## config.mk

```make
export PLATFORM = sky130hd
export DESIGN_NAME = modbus_response_crc_check
export DESIGN_NICKNAME = d
export VERILOG_FILES = /design/src/design/mrcc_pkg.sv /design/src/design/mrcc_frame.sv /design/src/design/mrcc_div10.sv /design/src/design/modbus_response_crc_check.sv
export VERILOG_INCLUDE_DIRS = /design/src /design/src/design
export SDC_FILE = /design/constraint.sdc
export NUM_CORES = 1
export LEC_CHECK = 0
export BUFFER_PORTS_ARGS = -buffer_cell sky130_fd_sc_hd__buf_2
export CAP_MARGIN = 20
export CORE_MARGIN = 10
export CORE_UTILIZATION = 40
export CTS_BUF_LIST = sky130_fd_sc_hd__clkbuf_2 sky130_fd_sc_hd__clkbuf_4 sky130_fd_sc_hd__clkbuf_8
export DETAILED_ROUTE_END_ITERATION = 10
export PLACE_DENSITY_LB_ADDON = 0.2
export SLEW_MARGIN = 20
export SYNTH_ARGS = -nofsm -noshare
export SYNTH_HDL_FRONTEND = slang
export SYNTH_HIERARCHICAL = 1
export SYNTH_SLANG_ARGS = --single-unit
```

## constraint.sdc

```tcl
create_clock -name clk -period 7.6 [get_ports clk]
set_clock_uncertainty 0.2 [all_clocks]
set_input_delay 1.52 -clock clk [delete_from_list [all_inputs] [get_ports clk]]
set_output_delay 1.52 -clock clk [all_outputs]
set_load 0.005 [all_outputs]
```

## src/design/modbus_response_crc_check_macros.svh

```systemverilog
// Assertion macros shared by the Modbus response CRC checker.
`ifndef MODBUS_RESPONSE_CRC_CHECK_MACROS_SVH
`define MODBUS_RESPONSE_CRC_CHECK_MACROS_SVH

// Same-cycle implication, checked outside reset.
`define MRCC_ASSERT_IMP(label, clk, rst, ante, cons, msg) \
  label: assert property (@(posedge clk) disable iff (rst) (ante) |-> (cons)) \
    else $error(msg);

// Next-cycle implication, checked outside reset.
`define MRCC_ASSERT_NEXT(label, clk, rst, ante, cons, msg) \
  label: assert property (@(posedge clk) disable iff (rst) (ante) |=> (cons)) \
    else $error(msg);

`endif

```

## src/design/mrcc_pkg.sv

```systemverilog
// Types, constants and the CRC byte update for the Modbus response CRC checker.
package mrcc_pkg;

  localparam int FRAME_BYTES = 7;
  localparam int POS_W = 3;
  localparam logic [POS_W-1:0] LAST_POS = POS_W'(FRAME_BYTES - 1);
  localparam logic [POS_W-1:0] CRC_BYTES = POS_W'(5);
  localparam logic [POS_W-1:0] VALUE_HI_POS = POS_W'(3);
  localparam logic [POS_W-1:0] VALUE_LO_POS = POS_W'(4);
  localparam logic [POS_W-1:0] CRC_LO_POS = POS_W'(5);

  localparam logic [15:0] CRC_INIT = 16'hFFFF;
  localparam logic [15:0] CRC_POLY = 16'hA001;

  // Reciprocal of ten scaled by 2^19; exact for every 16-bit reading.
  localparam logic [15:0] RECIP_TEN = 16'hCCCD;
  localparam int RECIP_SHIFT = 19;

  typedef struct packed {
    logic [7:0] rx_byte;
    logic       frame_start;
  } in_word_t;

  typedef struct packed {
    logic        frame_ok;
    logic [12:0] whole_part;
    logic [3:0]  tenth_digit;
  } out_word_t;

  typedef struct packed {
    logic        ok;
    logic [15:0] reading;
  } check_t;

  function automatic logic [15:0] crc_update(input logic [15:0] crc_in,
                                             input logic [7:0] data_in);
    logic [15:0] crc;
    crc = crc_in ^ {8'h00, data_in};
    for (int k = 0; k < 8; k++) begin
      if (crc[0]) begin
        crc = (crc >> 1) ^ CRC_POLY;
      end else begin
        crc = crc >> 1;
      end
    end
    return crc;
  endfunction

endpackage

```

## src/design/mrcc_frame.sv

```systemverilog
// Frame position tracking, running CRC-16, capture of the reading bytes and received CRC, and the CRC compare.
module mrcc_frame (
  input  logic              clk,
  input  logic              rst,
  input  logic              take,
  input  mrcc_pkg::in_word_t word,
  output logic              done,
  output mrcc_pkg::check_t  check
);

  logic [mrcc_pkg::POS_W-1:0] pos;
  logic [mrcc_pkg::POS_W-1:0] pos_next;
  logic [mrcc_pkg::POS_W-1:0] pos_eff;
  logic [15:0] crc;
  logic [15:0] crc_next;
  logic [15:0] crc_base;
  logic [7:0]  value_high;
  logic [7:0]  value_low;
  logic [7:0]  crc_low_received;
  logic        restart;
  logic        last;

  always_comb begin
    restart  = word.frame_start || (pos > mrcc_pkg::LAST_POS);
    pos_eff  = restart ? '0 : pos;
    crc_base = restart ? mrcc_pkg::CRC_INIT : crc;
    last     = (pos_eff == mrcc_pkg::LAST_POS);
    if (last) begin
      pos_next = '0;
      crc_next = mrcc_pkg::CRC_INIT;
    end else begin
      pos_next = pos_eff + mrcc_pkg::POS_W'(1);
      crc_next = (pos_eff < mrcc_pkg::CRC_BYTES) ?
                 mrcc_pkg::crc_update(crc_base, word.rx_byte) : crc_base;
    end
  end

  assign done          = take && last;
  assign check.ok      = (crc_low_received == crc_base[7:0]) &&
                         (word.rx_byte == crc_base[15:8]);
  assign check.reading = {value_high, value_low};

  always_ff @(posedge clk) begin
    if (rst) begin
      pos              <= '0;
      crc              <= mrcc_pkg::CRC_INIT;
      value_high       <= '0;
      value_low        <= '0;
      crc_low_received <= '0;
    end else if (take) begin
      pos <= pos_next;
      crc <= crc_next;
      if (pos_eff == mrcc_pkg::VALUE_HI_POS) begin
        value_high <= word.rx_byte;
      end
      if (pos_eff == mrcc_pkg::VALUE_LO_POS) begin
        value_low <= word.rx_byte;
      end
      if (pos_eff == mrcc_pkg::CRC_LO_POS) begin
        crc_low_received <= word.rx_byte;
      end
    end
  end

endmodule

```

## src/design/mrcc_div10.sv

```systemverilog
// Splits a checked reading into its tenths digit and whole part; both are zero when the check failed.
module mrcc_div10 (
  input  mrcc_pkg::check_t   check,
  output mrcc_pkg::out_word_t result
);

  logic [31:0] product;
  logic [12:0] quotient;
  logic [15:0] times_ten;
  logic [15:0] remainder;

  always_comb begin
    product   = 32'(check.reading) * 32'(mrcc_pkg::RECIP_TEN);
    quotient  = product[mrcc_pkg::RECIP_SHIFT +: 13];
    times_ten = {quotient, 3'b000} + {2'b00, quotient, 1'b0};
    remainder = check.reading - times_ten;
    result.frame_ok    = check.ok;
    result.whole_part  = check.ok ? quotient : '0;
    result.tenth_digit = check.ok ? remainder[3:0] : '0;
  end

endmodule

```

## src/design/modbus_response_crc_check.sv

```systemverilog
// Top level of the Modbus RTU read-response CRC checker.
// Usage: response bytes enter one word per cycle on data_valid/data_ready,
// with frame_start marking the first byte of a seven-byte frame. Bytes 0..4
// feed a reflected CRC-16 (init 0xFFFF, polynomial 0xA001); bytes 3 and 4
// form the big-endian reading; bytes 5 and 6 are the received CRC.
// On byte 6 one result word leaves on result_valid/result_ready: the pass
// flag, the reading divided by ten and the tenths digit, both zero on fail.
// Bytes 0..5 produce no result word.
// Once its last byte is accepted, a result is registered in the check stage after
// the CRC compare and then in the output stage after the divide by ten.
// Throughput: one byte per cycle while data_ready is high; the CRC byte update is combinational.
// Reset clears the frame position, restarts the CRC and empties both stages.
// When result_ready is low the result word holds; the middle stage still
// fills, and data_ready falls only once both stages are occupied.
module modbus_response_crc_check (
  input  logic                clk,
  input  logic                rst,
  input  logic                data_valid,
  output logic                data_ready,
  input  mrcc_pkg::in_word_t  data,
  output logic                result_valid,
  input  logic                result_ready,
  output mrcc_pkg::out_word_t result
);

  logic                check_valid;
  mrcc_pkg::check_t    check_word;
  logic                frame_done;
  mrcc_pkg::check_t    frame_check;
  mrcc_pkg::out_word_t split_word;
  logic                out_free;
  logic                check_free;
  logic                take;
  logic                fail_out;
  logic                fields_zero;
  logic                digit_ok;
  logic                both_full;
  logic                held;

  assign out_free   = !result_valid || result_ready;
  assign check_free = !check_valid || out_free;
  assign data_ready = check_free;
  assign take       = data_valid && data_ready;

  mrcc_frame u_frame (
    .clk   (clk),
    .rst   (rst),
    .take  (take),
    .word  (data),
    .done  (frame_done),
    .check (frame_check)
  );

  always_ff @(posedge clk) begin
    if (rst) begin
      check_valid <= 1'b0;
    end else if (check_free) begin
      check_valid <= frame_done;
    end
  end

  always_ff @(posedge clk) begin
    if (check_free && frame_done) begin
      check_word <= frame_check;
    end
  end

  mrcc_div10 u_div10 (
    .check  (check_word),
    .result (split_word)
  );

  always_ff @(posedge clk) begin
    if (rst) begin
      result_valid <= 1'b0;
    end else if (out_free) begin
      result_valid <= check_valid;
    end
  end

  always_ff @(posedge clk) begin
    if (out_free && check_valid) begin
      result <= split_word;
    end
  end

  assign fail_out    = result_valid && !result.frame_ok;
  assign fields_zero = (result.whole_part == '0) && (result.tenth_digit == '0);
  assign digit_ok    = result.tenth_digit < 4'd10;
  assign both_full   = check_valid && result_valid && !result_ready;
  assign held        = check_valid && !out_free;

`include "modbus_response_crc_check_macros.svh"

  `MRCC_ASSERT_IMP(fail_zeroes_fields, clk, rst, fail_out, fields_zero, "failed frame has a reading")
  `MRCC_ASSERT_IMP(digit_in_range, clk, rst, result_valid, digit_ok, "tenths digit out of range")
  `MRCC_ASSERT_IMP(stall_only_when_full, clk, rst, !data_ready, both_full, "stall with a stage free")
  `MRCC_ASSERT_NEXT(check_stage_holds, clk, rst, held, $stable({check_valid, check_word}), "check word lost")

endmodule

```

# Yosys cells after proc, flatten, opt, wreduce, memory -nomap -nowiden
# Index checks and enable logic that the tools add are counted.
# classes
add_sub_neg	3
n_mul	1
div_mod_pow	0
n_lt_le_gt_ge	2
eq_ne	6
shifts	0
mux	20
n_bitwise	9
n_reduce_logical	13
# op_table
operator	count
two-way mux 16 bit	18
multiplier 16 x 16 -> 32 bit, second input constant	1
NOT 2 -> 3 bit	8
equality test 8 bit	2
bitwise XOR 16 x 8 -> 16 bit	1
equality test 3 bit, second input constant	3
two-way mux 3 bit	2
AND reduction 2 bit	3
logical AND 1 bit	5
adder 4 bit	1
subtractor 4 bit	1
adder 3 x 1 -> 3 bit, second input constant	1
equality test 3 x 2 -> 1 bit, second input constant	1
greater-than comparator 3 bit, second input constant	1
logical OR 1 bit	3
less-than comparator 3 bit, second input constant	1
zero test 1 bit	2
# word_totals
ff_bits	80
latch_bits	0
ramBits	0
romBits	0
out_inout_bits	20
wordCells	66
mem_count	0

# Depth between registers and ports, before layout
# depth
depth_word	29
mapped_depth	22

# By module
# The synthesis kept the hierarchy.
# modules_own_cells
module	instances	cells_per_inst	area_per_inst_um2	seq_area_each_um2
mrcc_div10	1	522	4818.4	0.0
mrcc_frame	1	290	2432.3	860.8
modbus_response_crc_check	1	46	1153.6	1091.0

# Worst setup path before layout
# No wires, ideal clock.
# synth_path
path_type	reg-to-reg
startpoint	reg check_word[3] (netlist bit)
endpoint	reg result[13] (netlist bit) (data pin)
setup_time_ns	0.255
arrival_ns	5.580
path_slack_ns	1.565
path_stages_with_launch	20
path_buffers	0
period_less_slack_ns	6.035
cell_sequence	edfxtp_1 > ha_1 > inv_1 > fa_1 > inv_1 > fa_1 > fa_1 > fa_1 > inv_1 > fa_1 > inv_1 > ha_1 > a211oi_1 > nor2_1 > o41ai_1 > nor4b_2 > o21ai_2 > o21a_1 > or3_1 > and3_1
# synth_via
elab_chain_len	1
# synth_lines
item	line_no	rtl
start, declared	modbus_response_crc_check.sv:27	mrcc_pkg::check_t check_word;
start signal, assigned	modbus_response_crc_check.sv:64	check_word <= frame_check;
multiplier 16 x 16 -> 32 bit	mrcc_div10.sv:13	product = 32'(check.reading) * 32'(mrcc_pkg::RECIP_TEN);
end signal, assigned	modbus_response_crc_check.sv:83	result <= split_word;
end, declared	modbus_response_crc_check.sv:23	output mrcc_pkg::out_word_t result
# Every way passes these cells.
# A chain may end at the register's enable or synchronous reset.

# Final worst setup path
# Same ends and word-level chain as after synthesis.

==> summary.txt <==
STA
  • Max Fclk: 152 MHz
  • Final setup TNS: 0 ps
  • Tcrit/Tclk final: 86.8%
  • Worst slew margin: 40.4%
  • Minimum clock period after layout: 6600 ps
  • Worst-margin pin slew: 889 ps
  • Endpoints failing setup: 0
  • Max-slew violation count: 0
  • Hold_ws: 232 ps
  • RSZ-0062 raised after global routing: no
  • Final Hold Viols: 0

Critical path
  • Critical Path Sink Type: flip-flop
  • CP Cell Sequence: ha_1 -> inv_1 -> fa_1 -> inv_1 -> fa_1 -> fa_1 -> fa_1 -> inv_1 -> fa_1 -> inv_1 -> ha_1 -> a211oi_1 -> nor2_1 -> o41ai_1 -> nor4b_2 -> o21ai_2 -> o21a_1 -> or3_1 -> and3_1
  • Crit path largest cell delay: 540 ps
  • Worst Path Arrival: 6530 ps
  • Worst setup SP type: flip-flop
  • WP buf/inv: 4
  • CP Max Fanout: 6
  • WS Path Type: flip-flop to flip-flop
  • Slowest cell on crit path: fa_1
  • Worst path most repeated cell: fa_1
  • Critical Path RT: 7530 ps
  • CP delay by family, top: adder cells

Global routing
  • GR Util met3: 2.49%
  • Global route overflow: 0
  • Most Crowded Layer GR: met2
  • Met2 usage: 24.9%
  • Total GRT Usage: 14.7%
  • Vias in the first global route: 5,860
  • Initial antenna violation count: 0
  • Largest net degree at the start of global routing: 39
  • Met1 usage: 19.0%
  • Global-route wire length before repair: 31,200 um

Finish
  • Antenna fix cells: 0
  • Commonest non-fill, non-tap cell in the layout: inv_1
  • Finished Layout Cells: 1,145
  • Nets@finish: 1,096
  • Fill cells: 2,030
  • Area grow syn2layout: 6.98%
  • Fraction of layout cells with a size suffix above 1: 7.09%
  • Commonest non-fill, non-tap cells in the layout: inv_1 (171), ha_1 (133), fa_1 (80)

Die
  • Die width: 165 um
  • Initial Util: 41.1%
  • Die Y: 165 um
  • Rows: 52
  • Die Area: 27,200 um2
  • IO Pins: 33
  • Core area: 20,400 um2

Pwr
  • Static Leak: 4.23 nW
  • P_int: 0.755 mW
  • Sw Share: 30.9%
  • Cell Pwr Density: 122 nW/um2
  • Clock power frac: 31.5%
  • Tot Pwr: 1.09 mW
  • Switching Power: 0.338 mW
  • Gate power share: 24.3%
  • Peak VDD IR: 0.000106 V
  • Sequential Power Share: 44.2%

Yosys
  • Asr flop ratio synth: 0%
  • Register area share after synthesis: 23.2%
  • Cell area after synthesis: 8400 um2
  • Unique masters post-synth: 62
  • Ys flop type: dfxtp_1
  • Post-synth top area cell: ha_1
  • Yosys reg bits: 80
  • Syn_nets: 1,084
  • Gate Count Post-Synth: 858
  • Largest cells by area after synthesis: ha_1 (20%), fa_1 (19%), edfxtp_1 (13%)
  • Synth warn: 6
  • Post-synth top area share: 19.8%
  • Syn_area_per_cell: 9.80 um2
  • EDFF count, synth: 35

Clock tree
  • Clk sinks: 80
  • Clock-pin slew on the worst setup and hold paths: 90 ps
  • Clock Tree Root: clkbuf_8
  • CTS tree: built
  • Post-CTS Setup Inserts: 0
  • Cts repair resizes: 0
  • Max Buffers Root-to-Sink: 2
  • CTS Buf Count: 9
  • Number of H-tree levels: 3
  • Clk_lat worst skew: 380 ps
  • Hold buffer count at cts: 0

Place
  • Gpl congestion: 0.883
  • PortBufs: 32
  • Dpl cells: 1,129
  • Dpl hpwl: 15,900 um

Route
  • Avg WL per Cell: 16.8 um
  • Antenna Nets Post-Route: 0
  • Iteration-0 DRC Markers: 243
  • Total number of vias: 5,697
  • DR DRC count: 0
  • Total wire length: 19,200 um
  • Post-DR vias/cell: 4.98
  • Pre-antenna DRT Iters: 4

Run status
  • Outcome: finished clean

Worst hold path
  • Hold Crit Class: flip-flop to flip-flop

Flow run
  • MaxCap Viol Count: 0
-- layout make-up --
cell class                 instances  area [um2]  share of cell area, %
tap                              270         338                   3.76
clock buffer                      10         138                   1.53
clock inverter                     6        73.8                  0.821
inverter                         171         642                   7.14
multi-input combinational        574        5670                   63.1
timing repair buffer              34         175                   1.95
sequential                        80        1950                   21.7
-- per-layer routing --
layer / part of all wire, % / vias up
met2: 49 / 69
met3: 3.0 / 19
met4: 1.6 / 0
met1: 46 / 2743
li1: - / 2866
met5: 0 / -
-- power groups by stage --
stage | combinational (mW) | sequential, mW | clock [mW]
2_1_floorplan | 0.222 | 0.482 | 0
3_3_place_gp | 0.264 | 0.492 | 0
3_5_place_dp | 0.265 | 0.493 | 0
4_1_cts | 0.268 | 0.483 | 0.358
5_1_grt | 0.301 | 0.485 | 0.374
6_report | 0.266 | 0.483 | 0.344
-- sequential cells by signal (all words and copies together) (netlist names) --
name                      cells
u_frame/value_low             8
result                       18
result_valid                  1
u_frame/value_high            8
u_frame/pos                   3
u_frame/crc_low_received      8
u_frame/crc                  16
check_word                   17
check_valid                   1
-- metrics by stage --
stage,worst slack (ps),util [%],cell area (um2)
floorplan,1560,-,8400
global placement,1110,43.0,8780
detailed placement,1010,43.0,8780
CTS,989,44.0,8990
global route,511,44.0,8990
finish,1000,44.0,8990
-- logic make-up after synthesis --
family	count (synthesis)	synth area share [%]
xor gates and xnor gates	58	6.70
AOI/OAI and AO/OA	114	9.22
muxes	18	2.14
and+or+nand+nor	171	10.5
DFF	80	23.2
adders and majority gates	213	38.9
buffers and inverters	204	9.33
-- final timing paths --
path	end	start	slack (ps)	cells past startpoint
setup reg to reg	result[13]$_DFFE_PP_	check_word[3]$_DFFE_PP_	1000	19
setup / recovery	result[13]$_DFFE_PP_	check_word[3]$_DFFE_PP_	1000	19
hold reg to reg	check_word[14]$_DFFE_PP_	u_frame/value_high[6]$_SDFFE_PP0P_	230	0
hold / removal	check_word[14]$_DFFE_PP_	u_frame/value_high[6]$_SDFFE_PP0P_	230	0
-- cell usage after synthesis, drive strengths merged, types with 2 or more instances --
cell,instances
inv,171
ha,133
fa,80
nor2,47
dfxtp,45
nand2,37
a21oi,35
edfxtp,35
xnor2,28
xor2,26
clkbuf,19
mux2i,18
o22ai,18
nand2b,17
nand3,15
nor3,15
o21ai,15
buf,14
nor3b,8
a211oi,7
and2,7
nand4,6
o21a,6
a21o,5
a2111oi,4
nand3b,4
o211ai,4
xnor3,4
o41ai,3
a211o,2
a31oi,2
and3,2
and4,2
nor2b,2
o2111ai,2
o211a,2
o221ai,2
or3,2
or4,2
Note: power is estimated with default switching activity, not from simulation.
